--- src/rtl/core/wmbr_pkg.sv ---
// ----------------------------------------------------------------------------
// wmbr_pkg
// Types and constants shared by the baseline removal modules.
// ----------------------------------------------------------------------------
package wmbr_pkg;

    localparam int SAMPLE_W       = 16;
    localparam int TIME_W         = 40;
    localparam int ITEM_W         = SAMPLE_W + TIME_W;
    localparam int WINDOW_W       = 32;
    localparam int RING_DEPTH_DEF = 128;
    localparam int APB_ADDR_W     = 3;
    localparam int APB_DATA_W     = 32;

    localparam logic [WINDOW_W-1:0]   WINDOW_RESET    = 32'd3600000;
    localparam logic [APB_ADDR_W-1:0] REG_WINDOW_ADDR = 3'd0;

    typedef enum logic [1:0] {
        ST_IDLE,
        ST_SCAN,
        ST_FLUSH,
        ST_DONE
    } state_t;

    typedef struct packed {
        logic load;
        logic scan;
        logic out_load;
    } cmd_t;

    typedef struct packed {
        logic scan_last;
        logic out_free;
    } stat_t;

endpackage

--- src/rtl/core/wmbr_ctrl.sv ---
// ----------------------------------------------------------------------------
// wmbr_ctrl
// Sequencer that takes an item, scans the ring and hands off the result.
// ----------------------------------------------------------------------------
module wmbr_ctrl (
    input  logic            aclk,
    input  logic            aresetn,
    input  logic            in_valid,
    output logic            in_ready,
    input  wmbr_pkg::stat_t stat,
    output wmbr_pkg::cmd_t  cmd
);

    wmbr_pkg::state_t state_reg;
    wmbr_pkg::state_t state_next;

    always_ff @(posedge aclk) begin
        if (!aresetn) begin
            state_reg <= wmbr_pkg::ST_IDLE;
        end else begin
            state_reg <= state_next;
        end
    end

    always_comb begin
        state_next = state_reg;
        cmd        = '0;
        in_ready   = 1'b0;
        case (state_reg)
            wmbr_pkg::ST_IDLE: begin
                in_ready = 1'b1;
                if (in_valid) begin
                    cmd.load   = 1'b1;
                    state_next = wmbr_pkg::ST_SCAN;
                end
            end
            wmbr_pkg::ST_SCAN: begin
                cmd.scan = 1'b1;
                if (stat.scan_last) begin
                    state_next = wmbr_pkg::ST_FLUSH;
                end
            end
            wmbr_pkg::ST_FLUSH: begin
                state_next = wmbr_pkg::ST_DONE;
            end
            wmbr_pkg::ST_DONE: begin
                if (stat.out_free) begin
                    cmd.out_load = 1'b1;
                    state_next   = wmbr_pkg::ST_IDLE;
                end
            end
            default: begin
                state_next = wmbr_pkg::ST_IDLE;
            end
        endcase
    end

endmodule

--- config.mk ---
export PLATFORM = sky130hd
export DESIGN_NAME = wmbr_ctrl
export DESIGN_NICKNAME = d
export VERILOG_FILES = /design/src/rtl/core/wmbr_pkg.sv /design/src/rtl/core/wmbr_ctrl.sv
export SDC_FILE = /design/constraint.sdc
export NUM_CORES = 1
export LEC_CHECK = 0
export BUFFER_PORTS_ARGS = -buffer_cell sky130_fd_sc_hd__buf_2
export CORE_AREA = 2 2 39 41
export CTS_CLUSTER_SIZE = 30
export DETAILED_ROUTE_END_ITERATION = 10
export DIE_AREA = 0 0 41 43
export HOLD_SLACK_MARGIN = 0.15
export MAX_ROUTING_LAYER = met4
export PLACE_DENSITY = 0.4
export SLEW_MARGIN = 20
export SYNTH_ARGS = -nofsm -noshare
export SYNTH_HDL_FRONTEND = slang
export SYNTH_SLANG_ARGS = --single-unit
export TNS_END_PERCENT = 1
--- constraint.sdc ---
create_clock -name aclk -period 1.7 [get_ports aclk]
set_clock_uncertainty 0.05 [all_clocks]
set_input_delay 0.17 -clock aclk [delete_from_list [all_inputs] [get_ports aclk]]
set_output_delay 0.17 -clock aclk [all_outputs]
set_load 0.05 [all_outputs]
Word-level counts from Yosys, hierarchy flattened
Index checks and enable logic that the tools add are counted.
- memories: 0
- bits in latches: 0
- logic and storage cells: 19
- input port bits: 5
- output and inout port bits: 4
- bits in writable memories: 0
- bits in registers: 2
- bits in read-only memories: 0
- multipliers: 0
- bitwise operators: 0
- multiplexer cells: 10
- shifts and indexed selects: 0
- div/mod/pow operators: 0
- order comparisons: 0
- reduce and logical (&&, ||, !) cells: 2
- add/subtract/negate cells: 0
- eq/ne operators: 6
- operators with widths (kind ; number):
    2-bit case mux with 4 select lines ; 1
    1-bit 2-to-1 mux ; 6
    2-bit 2-to-1 mux ; 3
    2-bit != test (second input constant) ; 3
    2-bit == test (second input constant) ; 2
    3-bit AND reduction ; 1
    2-bit by 1-bit == test with 1-bit output (second input constant) ; 1
    2-bit logical NOT ; 1

Logic depth before layout (Yosys ltp)
Gate-level depths: netlist of the first run.
- depth after elaboration: 3
- gate-level depth with buffers: 4

Worst setup path after synthesis of the first run
OpenSTA, ideal clock, no wires.
- kind: reg-to-reg
- from: register state_reg[0]
- to: register state_reg[0]
- path slack: 0.029 ns
- buffers on the path: 0
- stages on the path, launching flop included: 5
- data arrival time: 1.548 ns
- setup time: 0.072 ns
- cell sequence: dfxtp_1 > inv_1 > ha_1 > a222oi_1 > mux2i_1
- cells in the longest elaborated chain, start to end: 3
- elaborated cells on any way between the ends: 9
- ends and longest elaborated chain (what ; RTL line ; source):
    from (decl) ; wmbr_ctrl.sv:14 ; wmbr_pkg::state_t state_reg;
    from (signal assigned) ; wmbr_ctrl.sv:19 ; state_reg <= wmbr_pkg::ST_IDLE;
    from (signal assigned) ; wmbr_ctrl.sv:21 ; state_reg <= state_next;
    2-bit by 1-bit == test with 1-bit output, or another cell as far along ; wmbr_ctrl.sv:29 ; case (state_reg)
    2-bit != test (no line) ; - ;
    3-bit AND reduction (no line) ; - ;
Parallel ways exist; a longest one is shown, timed or not.
A chain may end at the register's enable or synchronous reset.

==> metrics.yaml, run 1 <==
outcome:
  status: "completed"
sta:
  finalSetupViolations: 0
  max_freq_mhz: 671
  final.hold.worst_slack_ps: 185
  tightestPinTransition_ps: 261
  rsz0062_at_grt: "false"
  report.final.slew_viol_count: 0
  slew_headroom_pct: 82.6
  total_negative_slack_for_setup_checks_ps: 0
  timing_hold_violations_final: 0
  final.period_utilization_pct: 87.7
  period_minus_slack_ps: 1490
synthesis:
  postSynthCellCount: 20
  synth_area_leaders: "ha_1 29%, dfxtp_1 24%, mux2i_1 12%, inv_1 8.8%, nand2_1 6.6%"
  synth_top_area_share_pct: 29.4
  syn_area_um2: 170
  synth_area_leader_cell: "ha_1"
  yosys_warnings: 0
  syn_avg_cell_area_um2: 8.51
  synth_nets: 29
  postSynthRegisterBits: 2
  synth_seq_area_share_pct: 23.5
  synth.distinct_cells: 10
die:
  die_y_um: 43
  pin_count: 9
  initial_cell_density_of_the_core_pct: 12.3
  coreArea_mm2: 0.00138
  chipWidth_um: 41
  die_area_mm2: 0.00176
  rows: 14
setup_path:
  worstSetupPathType: "reg -> out"
  startpoint_type: "register"
  worst_r2r_path_depth: 5
  critical_path_required_ps: 1480
  crit_fanout: 4
  worst-endpoint-arrival_ps: 1270
  critPathCaptureType: "output pin"
  critical_path.reg2reg.endpoint: "state_reg[0]"
  r2r_setup_slack_ps: 230
  r2r-start: "state_reg[0]"
clocking:
  cts_setup_buffers: 0
  cts_root_buffer: "clkbuf_4"
  cts_htree_levels: 1
  numCtsBuffers: 3
  insertion_delay_ps: 220
  post_cts.resized_instances: 0
  clockBufferDepth: 2
  path_clk_slew_ps: 30
  cts_tree: "built"
  cts_num_sinks: 2
  cts_hold_repair.buffers: 0
route:
  dr.first_iter.drc_count: 2
  routed-via-count: 157
  drt-pass1-iter-count: 4
  wl_per_cell_um: 7.04
  drc: 0
  post_drt_via_cell_ratio: 3.27
  totalWireLength_um: 338
  drt.antenna.violating_nets: 0
layout:
  most_common_library_cell_in_the_layout_ignoring_fill_and_taps: "buf_2"
  largest_register_ff_count: 2
  layout-area-overhead-vs-synth_pct: 52.9
  layout.cells.most_common_list: "8 x buf_2, 4 x inv_1, 4 x ha_1"
  final_nets: 43
  drive_above_1_share_pct: 43.8
  n_antenna_cell: 0
placed_design:
  number_of_buffers_added_on_ports: 8
  gp_weighted_congestion: 0.590
  dpl.hpwl_um: 279
global_route:
  grt-ovfl-total: 0
  grt_first_pass_wirelength_um: 489
  pin_count_of_the_biggest_net_entering_global_routing: 5
  first_global_vias: 145
  antenna_found_initial: 0
  globalRouteTotalUtil_pct: 4.83
pwr:
  power.switching_fraction_pct: 51.3
  part_of_the_total_power_dissipated_in_the_clock_network_pct: 20.1
  power_switching_uw: 268
  intPower_uw: 254
  total_leakage_power_uw: 0.000141
  ir_drop_mv: 0.538
  pwr_density_cell_mw_per_mm2: 2000
  seq_power_share_pct: 17.3
  comb_power_share_pct: 62.5
run:
  maxCapViolCount: 0
min_path:
  hp-class: "in -> reg"
  hold-path-endpoint: "state_reg[1]"
  worstHoldStart: "aresetn"
  worst_hold_path.num_cells: 3
metal layers:
metal | GRT usage [%] | vias up | wire (µm)
met5 | - | - | 0
met4 | 8.00 | 0 | 0
met3 | 1.57 | 0 | 41
met2 | 5.94 | 8 | 145
met1 | 4.15 | 62 | 151
li1 | - | 87 | -
cells in the mapped netlist:
cell and n:
a222oi_1 1, inv_1 4, ha_1 4, dfxtp_1 2, and2_2 1, clkinvlp_2 1, nand2_1 3, o21ai_0 1
mux2i_1 2, and2_1 1
area by class of cell:
| class | instances | area, µm² |
|---|---|---|
| flip-flops and latches | 2 | 40.0 |
| repair buffers | 9 | 47.5 |
| inverters | 5 | 20.0 |
| well taps | 16 | 20.0 |
| fillers | 156 | 1120 |
| multi-input cells | 13 | 110 |
| clock buffers | 3 | 22.5 |
cell families after synthesis:
| kind of cell | Yosys count | synth area share (%) |
|---|---|---|
| flip-flops | 2 | 23.5 |
| buffers and inverters | 5 | 11.8 |
| AND/OR/NAND/NOR | 5 | 14.7 |
| AO/OA/AOI/OAI | 2 | 8.82 |
| multiplexers | 2 | 11.8 |
| adder cells (fa/ha/maj) | 4 | 29.4 |
worst max-delay path by stage:
stage / slack [ps] / end / cells past startpoint / startpoint
finish: 210 / cmd[2] / 4 / state_reg[0]
global route: 90 / state_reg[0] / 5 / state_reg[0]
CTS: 190 / cmd[2] / 4 / state_reg[0]
detailed placement: 210 / state_reg[0] / 5 / state_reg[0]
global placement: 190 / state_reg[0] / 5 / state_reg[1]
floorplan: 30 / state_reg[0] / 4 / state_reg[0]
through the flow:
step / cell area, µm² / instances / power [µW] / util (%) / worst slack, ps
after detailed placement: 238 / 45 / 423 / 17.2 / 209
after global placement: 238 / 45 / 427 / 17.2 / 192
after CTS: 260 / 48 / 537 / 18.8 / 186
final: 260 / 48 / 521 / 18.8 / 209
after floorplan: 170 / 20 / 352 / - / 29.4
after global routing: 260 / 48 / 570 / 18.8 / 86.9
worst max-delay path, stage by stage (launching register included):
cell     delay (ps)
dfxtp_1         370
inv_1            80
ha_1            230
and2_2          170
buf_2           200
power by group through the flow:
stage	sequential, µW	combinational [µW]	clock [µW]
floorplan	86.4	265	0
global placement	91.4	336	0
detailed placement	91.9	331	0
CTS	91.0	332	114
global route	96.2	360	114
finish	90.3	326	105
(Power assumes the default switching activity.)
==> inputs of run 2 (changes only) <==
==> constraint.sdc (replaced) <==
create_clock -name aclk -period 1.9 [get_ports aclk]
set_clock_uncertainty 0.05 [all_clocks]
set_input_delay 0.19 -clock aclk [delete_from_list [all_inputs] [get_ports aclk]]
set_output_delay 0.19 -clock aclk [all_outputs]
set_load 0.05 [all_outputs]
==> metrics.yaml, run 2 (same netlist as run 1, synthesis figures left out) <==
route:
  totalWireLength_um: 343  # +1.5%
  dr.first_iter.drc_count: 3  # +1
  routed-via-count: 156  # -0.64%
  wl_per_cell_um: 7.30  # +3.6%
  post_drt_via_cell_ratio: 3.32  # +1.5%
  drt-pass1-iter-count: 5  # +1
  drt.antenna.violating_nets: 0  # unchanged
  drc: 0  # unchanged
min_path:
  worstHoldStart: "aresetn"
  hold-path-endpoint: "state_reg[1]"
  worst_hold_path.num_cells: 3  # unchanged
  hp-class: "in -> reg"
setup_path:
  critical_path.cell_chain: "inv_1 > ha_1 > a222oi_1 > mux2i_1"
  critical_path_required_ps: 2000  # +520 ps
  crit_fanout: 4  # unchanged
  critPathCaptureType: "register"
  worstSetupPathType: "reg -> reg"
  critical_path.reg2reg.endpoint: "state_reg[0]"
  r2r-start: "state_reg[0]"
  critPathMaxStageDelay_ps: 510  # +140 ps
  worst_r2r_path_depth: 4  # -1
  critPathSlowestCell: "a222oi_1"
  startpoint_type: "register"
  r2r_setup_slack_ps: 350  # +120 ps
  worst-endpoint-arrival_ps: 1650  # +380 ps
sta:
  rsz0062_at_grt: "false"
  tightestPinTransition_ps: 504  # +243 ps
  report.final.slew_viol_count: 0  # unchanged
  max_freq_mhz: 643
  total_negative_slack_for_setup_checks_ps: 0  # unchanged
  final.period_utilization_pct: 81.8
  slew_headroom_pct: 66.4  # -16 points
  period_minus_slack_ps: 1550
  final.hold.worst_slack_ps: 214  # +29.4 ps
  timing_hold_violations_final: 0  # unchanged
  finalSetupViolations: 0  # unchanged
clocking:
  clockBufferDepth: 2  # unchanged
  cts_setup_buffers: 0  # unchanged
  cts_hold_repair.buffers: 0  # unchanged
  post_cts.resized_instances: 0  # unchanged
  cts_htree_levels: 1  # unchanged
  cts_num_sinks: 2  # unchanged
  insertion_delay_ps: 220  # about the same
  path_clk_slew_ps: 30  # about the same
  cts_root_buffer: "clkbuf_4"
  numCtsBuffers: 3  # unchanged
  cts_tree: "built"
global_route:
  grt_first_pass_wirelength_um: 558  # +14%
  antenna_found_initial: 0  # unchanged
  pin_count_of_the_biggest_net_entering_global_routing: 5  # unchanged
  globalRouteTotalUtil_pct: 5.54  # +0.72 points
  grt-ovfl-total: 0  # unchanged
  first_global_vias: 136  # -6.2%
pwr:
  comb_power_share_pct: 61.4  # -1.1 points
  pwr_density_cell_mw_per_mm2: 1790  # -11%
  total_leakage_power_uw: 0.000136  # -3.3%
  ir_drop_mv: 0.707  # +31%
  power_switching_uw: 238  # -11%
  power.switching_fraction_pct: 52.6  # +1.3 points
  part_of_the_total_power_dissipated_in_the_clock_network_pct: 20.5  # +0.4 points
  seq_power_share_pct: 18.1  # +0.8 points
  intPower_uw: 215  # -15%
run:
  maxCapViolCount: 0  # unchanged
placed_design:
  number_of_buffers_added_on_ports: 8  # unchanged
  gp_weighted_congestion: 0.604  # +2.4%
  dpl-instance-area_um2: 230  # -3.2%
layout:
  largest_register_ff_count: 2  # unchanged
  n_antenna_cell: 0  # unchanged
  finish.instance_area_um2: 253  # -2.9%
  num-fill-cells: 157  # +0.64%
  layout.cells.most_common_list: "8 x buf_2, 4 x inv_1, 4 x ha_1"
  most_common_library_cell_in_the_layout_ignoring_fill_and_taps: "buf_2"
  layout-area-overhead-vs-synth_pct: 48.5
  final_nets: 42  # -2.3%
  drive_above_1_share_pct: 41.9  # -1.8 points
  utilization_of_the_core_after_routing_pct: 18.3  # -0.54 points
die:
  coreArea_mm2: 0.00138  # unchanged
  rows: 14  # unchanged
  die_area_mm2: 0.00176  # unchanged
  die_y_um: 43  # unchanged
  chipWidth_um: 41  # unchanged
  pin_count: 9  # unchanged
  initial_cell_density_of_the_core_pct: 12.3  # unchanged
outcome:
  status: "completed"
-- run 2: changes by cell type in the layout (fill, tap and decap cells not counted), sizes merged --
cell	delta
buf	-1
-- run 2: layout make-up --
| cell class | instances | area [µm²] | area share, % |
|---|---|---|---|
| multi-input cells | 13 | 110 | 43.6 |
| flip-flops and latches | 2 | 40.0 | 15.8 |
| repair buffers | 8 | 40.0 | 15.8 |
| clock buffers | 3 | 22.5 | 8.91 |
| inverters | 5 | 20.0 | 7.92 |
| well taps | 16 | 20.0 | 7.92 |
-- run 2: worst max-delay path by stage --
stage,startpoint,slack (ps),endpoint,cells after the start
2_1_floorplan,state_reg[0],230,state_reg[0],4
3_3_place_gp,state_reg[1],300,state_reg[0],4
3_5_place_dp,state_reg[0],330,state_reg[0],4
4_1_cts,state_reg[0],330,state_reg[0],4
5_1_grt,state_reg[1],200,state_reg[0],4
6_report,state_reg[0],350,state_reg[0],4
-- run 2: through the flow --
step                instances  power, µW  setup WS (ps)
finish                     47        453            345
global route               47        498            202
CTS                        47        463            327
detailed placement         44        365            326
global placement           44        367            303
floorplan                  20        315            229
-- run 2: power by group through the flow --
| stage | Sequential [µW] | Clock (µW) | Combinational [µW] |
|---|---|---|---|
| floorplan | 77.3 | 0 | 237 |
| global placement | 82.1 | 0 | 285 |
| detailed placement | 82.5 | 0 | 282 |
| CTS | 81.8 | 98.6 | 282 |
| global route | 87.5 | 104 | 307 |
| finish | 82.1 | 92.7 | 278 |
-- run 2: worst max-delay path: cells and delay by family, from the launching register on --
family                   cells  cell delay (ps)
AO/OA/AOI/OAI                1              510
adder cells (fa/ha/maj)      1              230
buffers and inverters        1               80
flip-flops                   1              370
multiplexers                 1              250
-- run 2: metal layers --
| metal | vias to the layer above | track usage (%) | wire [µm] | share of wire (%) |
|---|---|---|---|---|
| li1 | 85 | - | - | - |
| met1 | 63 | 5.75 | 175 | 51 |
| met2 | 8 | 5.63 | 124 | 36 |
| met3 | 0 | 4.71 | 43 | 13 |
| met4 | 0 | 6.00 | 0 | 0 |
| met5 | - | - | 0 | 0 |
