==> src/rtl/core/wmbr_pkg.sv <==
// ----------------------------------------------------------------------------
// wmbr_pkg
// Types and constants shared by the baseline removal modules.
// ----------------------------------------------------------------------------
package wmbr_pkg;

    localparam int SAMPLE_W       = 16;
    localparam int TIME_W         = 40;
    localparam int ITEM_W         = SAMPLE_W + TIME_W;
    localparam int WINDOW_W       = 32;
    localparam int RING_DEPTH_DEF = 128;
    localparam int APB_ADDR_W     = 3;
    localparam int APB_DATA_W     = 32;

    localparam logic [WINDOW_W-1:0]   WINDOW_RESET    = 32'd3600000;
    localparam logic [APB_ADDR_W-1:0] REG_WINDOW_ADDR = 3'd0;

    typedef enum logic [1:0] {
        ST_IDLE,
        ST_SCAN,
        ST_FLUSH,
        ST_DONE
    } state_t;

    typedef struct packed {
        logic load;
        logic scan;
        logic out_load;
    } cmd_t;

    typedef struct packed {
        logic scan_last;
        logic out_free;
    } stat_t;

endpackage

==> src/rtl/core/wmbr_regs.sv <==
// ----------------------------------------------------------------------------
// wmbr_regs
// APB register file holding the look-back window length.
// ----------------------------------------------------------------------------
module wmbr_regs (
    input  logic                                aclk,
    input  logic                                aresetn,
    input  logic                                psel,
    input  logic                                penable,
    input  logic                                pwrite,
    input  logic [wmbr_pkg::APB_ADDR_W-1:0]     paddr,
    input  logic [wmbr_pkg::APB_DATA_W-1:0]     pwdata,
    output logic [wmbr_pkg::APB_DATA_W-1:0]     prdata,
    output logic                                pready,
    output logic [wmbr_pkg::WINDOW_W-1:0]       window_ms
);

    logic [wmbr_pkg::WINDOW_W-1:0] window_reg;
    logic                          wr_en;

    assign pready = 1'b1;
    assign wr_en  = psel && penable && pwrite && (paddr == wmbr_pkg::REG_WINDOW_ADDR);

    always_ff @(posedge aclk) begin
        if (!aresetn) begin
            window_reg <= wmbr_pkg::WINDOW_RESET;
        end else if (wr_en) begin
            window_reg <= pwdata;
        end
    end

    always_comb begin
        prdata = '0;
        if (paddr == wmbr_pkg::REG_WINDOW_ADDR) begin
            prdata = window_reg;
        end
    end

    assign window_ms = window_reg;

endmodule

==> config.mk <==
export PLATFORM = sky130hd
export DESIGN_NAME = wmbr_regs
export DESIGN_NICKNAME = d
export VERILOG_FILES = /design/src/rtl/core/wmbr_pkg.sv /design/src/rtl/core/wmbr_regs.sv
export SDC_FILE = /design/constraint.sdc
export NUM_CORES = 1
export LEC_CHECK = 0
export ABC_AREA = 1
export BUFFER_PORTS_ARGS = -buffer_cell sky130_fd_sc_hd__buf_2
export CORE_MARGIN = 1.5
export CORE_UTILIZATION = 45
export DETAILED_ROUTE_END_ITERATION = 8
export PLACE_DENSITY_LB_ADDON = 0.08
export SLEW_MARGIN = 20
export SYNTH_ARGS = -nofsm -noshare
export SYNTH_HDL_FRONTEND = slang
export SYNTH_SLANG_ARGS = --single-unit
==> constraint.sdc <==
create_clock -name aclk -period 1.82 [get_ports aclk]
set_input_delay 0.091 -clock aclk [delete_from_list [all_inputs] [get_ports aclk]]
set_output_delay 0.091 -clock aclk [all_outputs]
set_load 0.005 [all_outputs]
== Word level (Yosys, flattened, before mapping) ==
Cells that the tools add are included.
Word-level totals
  input bits: 40
  output and inout bits: 65
  logic and storage cells: 6
  register bits after elaboration: 32
Operators by class
  multiplexer cells: 1
  reduce and logical (&&, ||, !) cells: 4
Operators by type and width (number)
  $mux 32: 1
  $logic_and 1x1->1: 3
  $logic_not 3->1: 1

== Longest topological paths before layout ==
Gate-level depths: netlist of the first run.
  depth in word-level cells: 3
  depth in mapped cells: 7
  depth with buffers taken out: 6

== Worst setup path before layout of the first run ==
No wires, ideal clock.
  path type: input port to flip-flop
  start point: input paddr[0] (netlist bit)
  end point: register window_reg, in the netlist window_ms[10]
  library setup time: 0.130 ns
  data required time: 1.690 ns
  slack: 0.998 ns
  arrival time: 0.692 ns
  stages on the path: 7
  cells stage by stage: inv_2 nand2_1 nor2_1 nand2_1 buf_2 nand2_1 nand3_1
On the way
  longest elaborated chain between the ends: 2
RTL lines
  start, declared: line wmbr_regs.sv:11  | input logic [wmbr_pkg::APB_ADDR_W-1:0] paddr,
  $logic_not 3->1: line wmbr_regs.sv:22  | assign wr_en = psel && penable && pwrite && (paddr == wmbr_pkg::REG_WINDOW_ADDR);
  $logic_and 1x1->1: line wmbr_regs.sv:22
  end signal, assigned: line wmbr_regs.sv:26  | window_reg <= wmbr_pkg::WINDOW_RESET;
  end signal, assigned: line wmbr_regs.sv:28  | window_reg <= pwdata;
  end, declared: line wmbr_regs.sv:18  | logic [wmbr_pkg::WINDOW_W-1:0] window_reg;
Every way passes these cells.
A chain may end at the register's enable or synchronous reset.

== Final worst setup path of the first run ==
  start point: register window_reg, in the netlist window_ms[9]
  end point: output prdata[9] (netlist bit)
On the way
  longest elaborated chain between the ends: 1
RTL lines
  $mux 32: line wmbr_regs.sv:34  | if (paddr == wmbr_pkg::REG_WINDOW_ADDR) begin
  end, declared: line wmbr_regs.sv:13  | output logic [wmbr_pkg::APB_DATA_W-1:0] prdata,
Every way passes these cells.

==> flow_summary.yaml, run 1 <==
outcome:
  outcome: "finished, final reports clean"
clock_tree:
  cts_buffer_depth: 2
  clock_sinks: 32
  clock_latency_ns: 0.32
  cts-root-buf: "clkbuf_4"
  htreeDepth: 2
  cts_buffers: 5
  post-cts-setup-buffer-count: 0
  cts_tree: "built"
  post_cts_resized: 0
  ctsHoldBuffers: 11
  clkTransAtPathRegs_ns: 0.10
critical_path:
  crit_required_ns: 1.73
  cp.arrival_ns: 0.97
  start_kind: "register"
  criticalPathCategory: "reg -> out"
  critPathCaptureType: "output pin"
  crit_fanout: 3
synthesis:
  ys_ff_latch: 32
  synth_fp_nets: 300
  yosys.area_share.simple_pct: 40.33
  synth_cells: 260
  synth-xor-area-share_pct: 0
  netlist_area_um2: 1585
  yosysTopAreaCell: "dfxtp_1"
  ys_types: 15
  synth_compound_area_share_pct: 0
  avgSynthCellArea_um2: 6.097
  synthAdderAreaFrac_pct: 0
  ys_top_cells_by_area: "dfxtp_1, nor2_1, inv_1"
  synth_top_area_share_pct: 40.41
  synth_top_family_by_area: "simple AND/OR/NAND/NOR gates"
  synth.area.mux_share_pct: 0
  yosys_warnings: 0
  ys_seq_area_share_pct: 40.41
grt:
  grt_pass1_vias: 1661
  gr-total-overflow: 0
  grt_usage_pct: 21.55
  antenna_found_initial: 0
  grt_first_pass_wirelength_um: 6865
  grt_max_degree: 33
layout:
  fillers: 346
  multi_input_area_um2: 643.1
  nNetsFinal: 410
  num_antenna_cells: 0
  layout_common_cells: "buf_2, nor2_1, inv_1"
  largest_register_ffs: 32
  drive_above_1_share_pct: 32.08
  area_delta_synth_final_pct: 43.88
  layout_commonest_cell: "buf_2"
  regArea_um2: 640.6
route:
  wl_per_cell_um: 9.333
  firstDrtPassIters: 4
  antenna_left: 0
  initialDrtViolationCount: 35
  drc_errors: 0
  drt-total-wl_um: 3892
  vias: 1800
  post_drt_via_cell_ratio: 4.317
die:
  die_area_um2: 3888
  coreArea_um2: 3363
  start_util_pct: 47.14
  io-pin-count: 105
  fp.dieW_um: 62.36
  die_y_um: 62.36
  rows: 21
pwr:
  power.total_mw: 1.293
  power.density_nw_per_um2: 566.9
  leakage_nw: 1.380
  ir_drop_v: 0.0003897
sta:
  period_share_pct: 58.51
  setup_ws_ns: 0.7552
  finalSetupTns_ns: 0
  setup-violations-final: 0
  worst_slew_pin_slew_ns: 0.5694
  fmaxAchievable_mhz: 939.1
  maxSlewHeadroom_pct: 62.04
  fin_crit_ns: 1.065
  whs_ns: 0.07821
  fin_skew_ns: 0
  finalHoldViolations: 0
  drv_slew: 0
  rsz0062_at_grt: "no"
place:
  dp_slack_ns: 0.5152
  place_congestion: 0.7246
  dp_hpwl_um: 2639
  port_buffers: 103
run:
  drv_cap: 0
hold_path:
  hold_class: "in -> reg"
[synth_stat cells, drive strengths merged]
cell type / instances
nor2: 77
inv: 56
nand2: 46
nand3: 33
dfxtp: 32
buf: 14
clkbuf: 1
conb: 1
[routing by layer]
metal	global-route usage, %	wire, µm	vias to the layer above
met2	41.03	2024	53
met3	5.435	217	5
li1	-	-	963
met5	0	0	-
met4	6.667	37	0
met1	23.22	1613	779
[power by group]
part / leakage, nW / switching, mW / internal [mW] / total (mW)
logic: 1.08 / 0.0814 / 0.0820 / 0.163
registers: 0.259 / 0.00629 / 0.709 / 0.715
clock network: 0.0380 / 0.231 / 0.184 / 0.414
[worst max-delay path: stages, from the launching register on]
cell and delay [ns]:
dfxtp_1 0.36, inv_1 0.05, nor2_1 0.12, buf_2 0.13
[layout make-up]
cell class              count  share of cell area, %
well taps                  46                  2.523
clock inverters             2                 0.4388
flip-flops and latches     32                  28.09
multi-input cells         157                  28.20
inverters                  56                  9.216
repair buffers            118                  29.29
clock buffers               6                  2.249
[kinds of logic after synthesis]
group,Yosys count
buf+inv,71
flops,32
other cells,1
simple gates,156
[worst paths after layout]
path / slack (ns) / to / from / depth (start not counted)
hold reg to reg: 0.49 / window_ms[9] / window_ms[9] / 2
setup reg to reg: 1.20 / window_ms[13] / window_ms[13] / 2
hold / removal: 0.08 / window_ms[25] / pwdata[25] / 5
setup / recovery: 0.76 / prdata[9] / window_ms[9] / 3
[per-stage QoR]
stage	instances	utilization (%)	cell area, µm²
floorplan	260	-	1585
global placement	398	62.72	2110
detailed placement	398	62.72	2110
CTS	417	67.82	2281
global route	417	67.82	2281
finish	417	67.82	2281
(Power assumes the default switching activity.)
==> inputs of run 2 (changes only) <==
--- a/config.mk
+++ b/config.mk
@@ -8,7 +8,7 @@
 export ABC_AREA = 1
 export BUFFER_PORTS_ARGS = -buffer_cell sky130_fd_sc_hd__buf_2
 export CORE_MARGIN = 1.5
-export CORE_UTILIZATION = 45
+export CORE_UTILIZATION = 42
 export DETAILED_ROUTE_END_ITERATION = 8
 export PLACE_DENSITY_LB_ADDON = 0.08
 export SLEW_MARGIN = 20
==> constraint.sdc (replaced) <==
create_clock -name aclk -period 1 [get_ports aclk]
set_input_delay 0.05 -clock aclk [delete_from_list [all_inputs] [get_ports aclk]]
set_output_delay 0.05 -clock aclk [all_outputs]
set_load 0.005 [all_outputs]
==> run 2 against run 1 <==
Sequential power rose by 82%. Sequential cell count stayed put. Clock skew unchanged. Global-route usage fell by 2.2 points. Setup slack lost 0.69 ns. Critical path type unchanged. Largest cell class unchanged.
==> flow_summary.yaml, run 2 (synthesized netlist as in run 1, its figures left out) <==
sta:
  rsz0062_at_grt: "no"
  setup-violations-final: 0
  finalSetupTns_ns: 0
  whs_ns: 0.08339
  drv_slew: 0
  fin_crit_ns: 0.9360
  fmaxAchievable_mhz: 1068
  setup_ws_ns: 0.06398
  finalHoldViolations: 0
  period_share_pct: 93.60
  fin_skew_ns: 0
route:
  post_drt_via_cell_ratio: 4.261
  firstDrtPassIters: 4
  wl_per_cell_um: 9.550
  drc_errors: 0
  drt-total-wl_um: 4030
  initialDrtViolationCount: 64
  antenna_left: 0
  vias: 1798
layout:
  drive_above_1_share_pct: 35.83
  multi_input_area_um2: 643.1
  regArea_um2: 655.6
  layout_commonest_cell: "buf_2"
  fillers: 369
  fin_cells: 422
  final_util_pct: 66.08
  layout_common_cells: "buf_2, nor2_1, inv_1"
  area_delta_synth_final_pct: 51.46
  fin_area_um2: 2401
  nNetsFinal: 414
  largest_register_ffs: 32
  num_antenna_cells: 0
grt:
  antenna_found_initial: 0
  grt_pass1_vias: 1496
  grt_first_pass_wirelength_um: 6313
  grt_max_degree: 33
  grt_usage_pct: 19.34
  gr-total-overflow: 0
outcome:
  outcome: "finished, final reports clean"
die:
  fp.dieW_um: 64.44
  io-pin-count: 105
  rows: 22
  die_y_um: 64.44
  coreArea_um2: 3633
  die_area_um2: 4152
  start_util_pct: 43.63
critical_path:
  start_kind: "register"
  cp.arrival_ns: 0.89
  crit_fanout: 3
  critPathCaptureType: "output pin"
  crit_required_ns: 0.95
  regToRegSetupSlack_ns: 0.42
  criticalPathCategory: "reg -> out"
pwr:
  power.density_nw_per_um2: 1110
  internal-power_mw: 2.071
  leakage_nw: 1.423
  p_seq_share_pct: 48.9
  power_frac_comb_pct: 12.0
  clkPwrFrac_pct: 39.0
  switchingPower_mw: 0.5939
  switching_share_pct: 22.28
  power.total_mw: 2.665
  ir_drop_v: 0.0006532
clock_tree:
  cts-root-buf: "clkbuf_8"
  cts_tree: "built"
  cts_buffers: 5
  clock_sinks: 32
  post-cts-setup-buffer-count: 0
  clkTransAtPathRegs_ns: 0.06
  cts_buffer_depth: 2
  htreeDepth: 2
  clock_latency_ns: 0.27
place:
  dp_slack_ns: -0.09825
  place_congestion: 0.7042
  dp_cells: 404
  dp_hpwl_um: 2754
  placed_area_um2: 2180
  port_buffers: 103
hold_path:
  hold_class: "in -> reg"
run:
  drv_cap: 0
## run 2: routing by layer
| layer | global-route usage [%] | up-vias | share of wire [%] |
|---|---|---|---|
| met4 | 8.777 | 0 | 1.3 |
| met5 | 0 | - | 0 |
| met2 | 34.64 | 59 | 48 |
| met3 | 4.514 | 5 | 6.3 |
| met1 | 21.70 | 760 | 45 |
| li1 | - | 974 | - |
## run 2: worst max-delay path: stages (launching register included)
cell,delay [ns]
dfxtp_1,0.36
inv_1,0.05
nor2_1,0.09
buf_2,0.11
## run 2: repair_timing
| item | in CTS | in global routing |
|---|---|---|
| setup endpoints to repair | 0 | 12 |
| hold buffers | 11 | 0 |
| gates resized for setup | 0 | 12 |
| endpoints found under the hold margin | 11 | 0 |
## run 2: area by class of cell
| cell class | instances | share of cell area, % |
|---|---|---|
| Clock buffer | 7 | 4.013 |
| Inverter | 56 | 8.755 |
| Multi-Input combinational cell | 157 | 26.78 |
| Sequential cell | 32 | 27.31 |
| Tap cell | 48 | 2.501 |
| Timing Repair Buffer | 122 | 30.64 |
## run 2: power groups by stage
stage               Sequential [mW]  Clock (mW)  Combinational (mW)
finish                         1.30        1.04               0.321
global route                   1.31        1.13               0.359
CTS                            1.30        1.08               0.322
detailed placement             1.33           0               0.288
global placement               1.33           0               0.283
floorplan                      1.33           0               0.138
## run 2: path summary, 6_finish.rpt
kind                      start       endpoint  depth (start not counted)
setup reg to reg   window_ms[5]   window_ms[5]                          2
setup / recovery   window_ms[5]      prdata[5]                          3
hold reg to reg   window_ms[15]  window_ms[15]                          2
hold / removal       pwdata[25]  window_ms[25]                          5
==> inputs of run 3 (changes only) <==
--- a/config.mk
+++ b/config.mk
@@ -5,10 +5,9 @@
 export SDC_FILE = /design/constraint.sdc
 export NUM_CORES = 1
 export LEC_CHECK = 0
-export ABC_AREA = 1
 export BUFFER_PORTS_ARGS = -buffer_cell sky130_fd_sc_hd__buf_2
 export CORE_MARGIN = 1.5
-export CORE_UTILIZATION = 42
+export CORE_UTILIZATION = 41
 export DETAILED_ROUTE_END_ITERATION = 8
 export PLACE_DENSITY_LB_ADDON = 0.08
 export SLEW_MARGIN = 20
==> run 3 against run 2 <==
Via count fell by 19%. Synthesized cell count fell by 31%. Final cell count shrank 23%. Power fell by 11%. Sequential power barely moved. Synthesized area shrank 3.9%. Global-route usage is 2.0 points lower. Worst hold slack worse by 0.059 ns. Clock skew unchanged. Count of clock-buffer cells in the layout is 2 lower. Wire length decreased by 15%. Register-to-register slack got worse by 0.06 ns. Critical path type unchanged. Largest power group unchanged.
==> flow_summary.yaml, run 3 <==
layout:
  nNetsFinal: 321
  num_antenna_cells: 0
  layout_common_cells: "buf_2, nand2_1, and2_1, dfxtp_1, mux2i_1"
  area_delta_synth_final_pct: 41.66
  layout_commonest_cell: "buf_2"
  fin_cells: 325
  final_util_pct: 62.67
  drive_above_1_share_pct: 41.94
  largest_register_ffs: 32
synthesis:
  yosysMostFrequentCell: "nand2_1"
  synth_edf_count: 0
  ys_top_cells_by_area: "dfxtp_1, mux2i_1, and2_1"
  netlist_top_cells_count: "nand2_1, and2_1, dfxtp_1"
  synthFlopType: "dfxtp_1"
  netlist_area_um2: 1523
  ys_async_sr_fraction_pct: 0
  ys_types: 15
  avgSynthCellArea_um2: 8.460
  synth_cells: 180
  ys_seq_area_share_pct: 42.07
  yosysTopAreaCell: "dfxtp_1"
  synth_fp_nets: 220
  ys_ff_latch: 32
  synth_top_area_share_pct: 42.07
  yosys_warnings: 0
critical_path:
  start_kind: "register"
  critPathTopFamily: "flip-flops"
  crit_fanout: 3
  reg2regPathDepth: 2
  r2r_end: "window_ms[21]"
  cp_num_cells: 2
  criticalPathCategory: "reg -> out"
  regToRegSetupSlack_ns: 0.36
  cp-startpoint: "window_ms[21]"
  path_buf_inv: 1
  r2r-start: "window_ms[21]"
  crit_required_ns: 0.95
  crit_path_max_incr_delay_ns: 0.36
  cp.arrival_ns: 0.85
  path_cells: "and2_1, buf_2"
  slowest_stage: "dfxtp_1"
  crit_end: "prdata[21]"
  critPathCaptureType: "output pin"
sta:
  period_share_pct: 90.41
  drv_slew: 0
  finalHoldViolations: 0
  setup-violations-final: 0
  fin_skew_ns: 0
  fmaxAchievable_mhz: 1106
  fin_crit_ns: 0.9041
  finalSetupTns_ns: 0
  rsz0062_at_grt: "no"
hold_path:
  whs_path_depth: 3
  hold_class: "in -> reg"
grt:
  antenna_found_initial: 0
  grt_first_pass_wirelength_um: 5637
  gr-total-overflow: 0
  grt_usage_pct: 17.37
  grt_pass1_vias: 1292
  grt_max_degree: 33
route:
  post_drt_via_cell_ratio: 4.502
  vias: 1463
  wl_met2_um: 1606
  highest_layer: "met4"
  initialDrtViolationCount: 59
  antenna_left: 0
  drc_errors: 0
  wl_per_cell_um: 10.54
  wl_met1_um: 1506
  met3_length_um: 278
  firstDrtPassIters: 4
  drt-total-wl_um: 3427
clock_tree:
  clock_sinks: 32
  clock_latency_ns: 0.26
  cts_buffers: 5
  post-cts-setup-buffer-count: 0
  htreeDepth: 2
  cts_buffer_depth: 2
  clkTransAtPathRegs_ns: 0.06
  cts-root-buf: "clkbuf_8"
  cts_tree: "built"
die:
  start_util_pct: 44.24
  fp.dieW_um: 63.94
  io-pin-count: 105
  die_area_um2: 4088
  die_y_um: 63.94
  rows: 21
  coreArea_um2: 3442
run:
  drv_cap: 0
pwr:
  power.density_nw_per_um2: 1097
  ir_drop_v: 0.0008325
  power.total_mw: 2.367
  leakage_nw: 1.146
place:
  dp_hpwl_um: 2486
  port_buffers: 103
  dp_cells: 320
  place_congestion: 0.7036
outcome:
  outcome: "finished, final reports clean"
## run 3: cell types whose count changed after synthesis, moves of 2 or more
cell	delta
nor2_1	-75
inv_1	-44
and2_1	+33
nand3_1	-22
mux2i_1	+21
o211ai_1	+11
clkbuf_1	+10
buf_1	-4
buf_2	-4
nand2_1	-3
buf_4	-2
## run 3: per-stage QoR
| stage | cell area [µm²] | worst slack, ns | hold slack, ns |
|---|---|---|---|
| global route | 2157 | 0.01970 | 0.01046 |
| finish | 2157 | 0.09591 | 0.02429 |
| global placement | 2085 | -0.02884 | 0.2959 |
| floorplan | 1523 | 0.02764 | 0.1921 |
| CTS | 2153 | 0.04915 | 0.01640 |
| detailed placement | 2085 | -0.06852 | 0.2989 |
## run 3: tightest hold or removal path, delay by kind of cell
kind	cells	cell delay [ns]
AO/OA/AOI/OAI	1	0.08
buffers and inverters	1	0.07
AND/OR/NAND/NOR	1	0.05
## run 3: worst min-delay path by stage
stage	endpoint	start	slack, ns
floorplan	window_ms[0]	pwdata[0]	0.19
global placement	window_ms[5]	pwdata[5]	0.30
detailed placement	window_ms[11]	pwdata[11]	0.30
CTS	window_ms[11]	pwdata[11]	0.02
global route	window_ms[29]	pwdata[29]	0.01
finish	window_ms[11]	pwdata[11]	0.02
## run 3: logic make-up after synthesis
group | count (synthesis) | share of synthesized area (%)
simple gates | 88 | 29.01
flops | 32 | 42.07
buf+inv | 27 | 9.449
mux | 21 | 13.80
compound gates | 11 | 5.423
other cells | 1 | 0.2463
## run 3: power breakdown
group          internal, mW  switching [mW]
Sequential             1.29         0.00766
Combinational         0.131           0.115
Clock                 0.447           0.379
Total                  1.87           0.502
## run 3: area by class of cell
type,instances,area [µm²]
inverters,11,41.29
clock buffers,5,68.82
flip-flops and latches,32,640.6
repair buffers,110,609.3
multi-input cells,121,739.5
well taps,46,57.56
fillers,335,1285
## run 3: per-layer routing
metal,global-route usage (%),vias up
li1,-,768
met1,19.40,629
met2,30.21,61
met3,7.042,5
met4,4.891,0
met5,0,-
## run 3: what timing repair did
action / 4_1_cts / 5_1_grt
resized for setup: 0 / 1
hold buffers: 0 / 0
setup endpoints to repair: 0 / 21
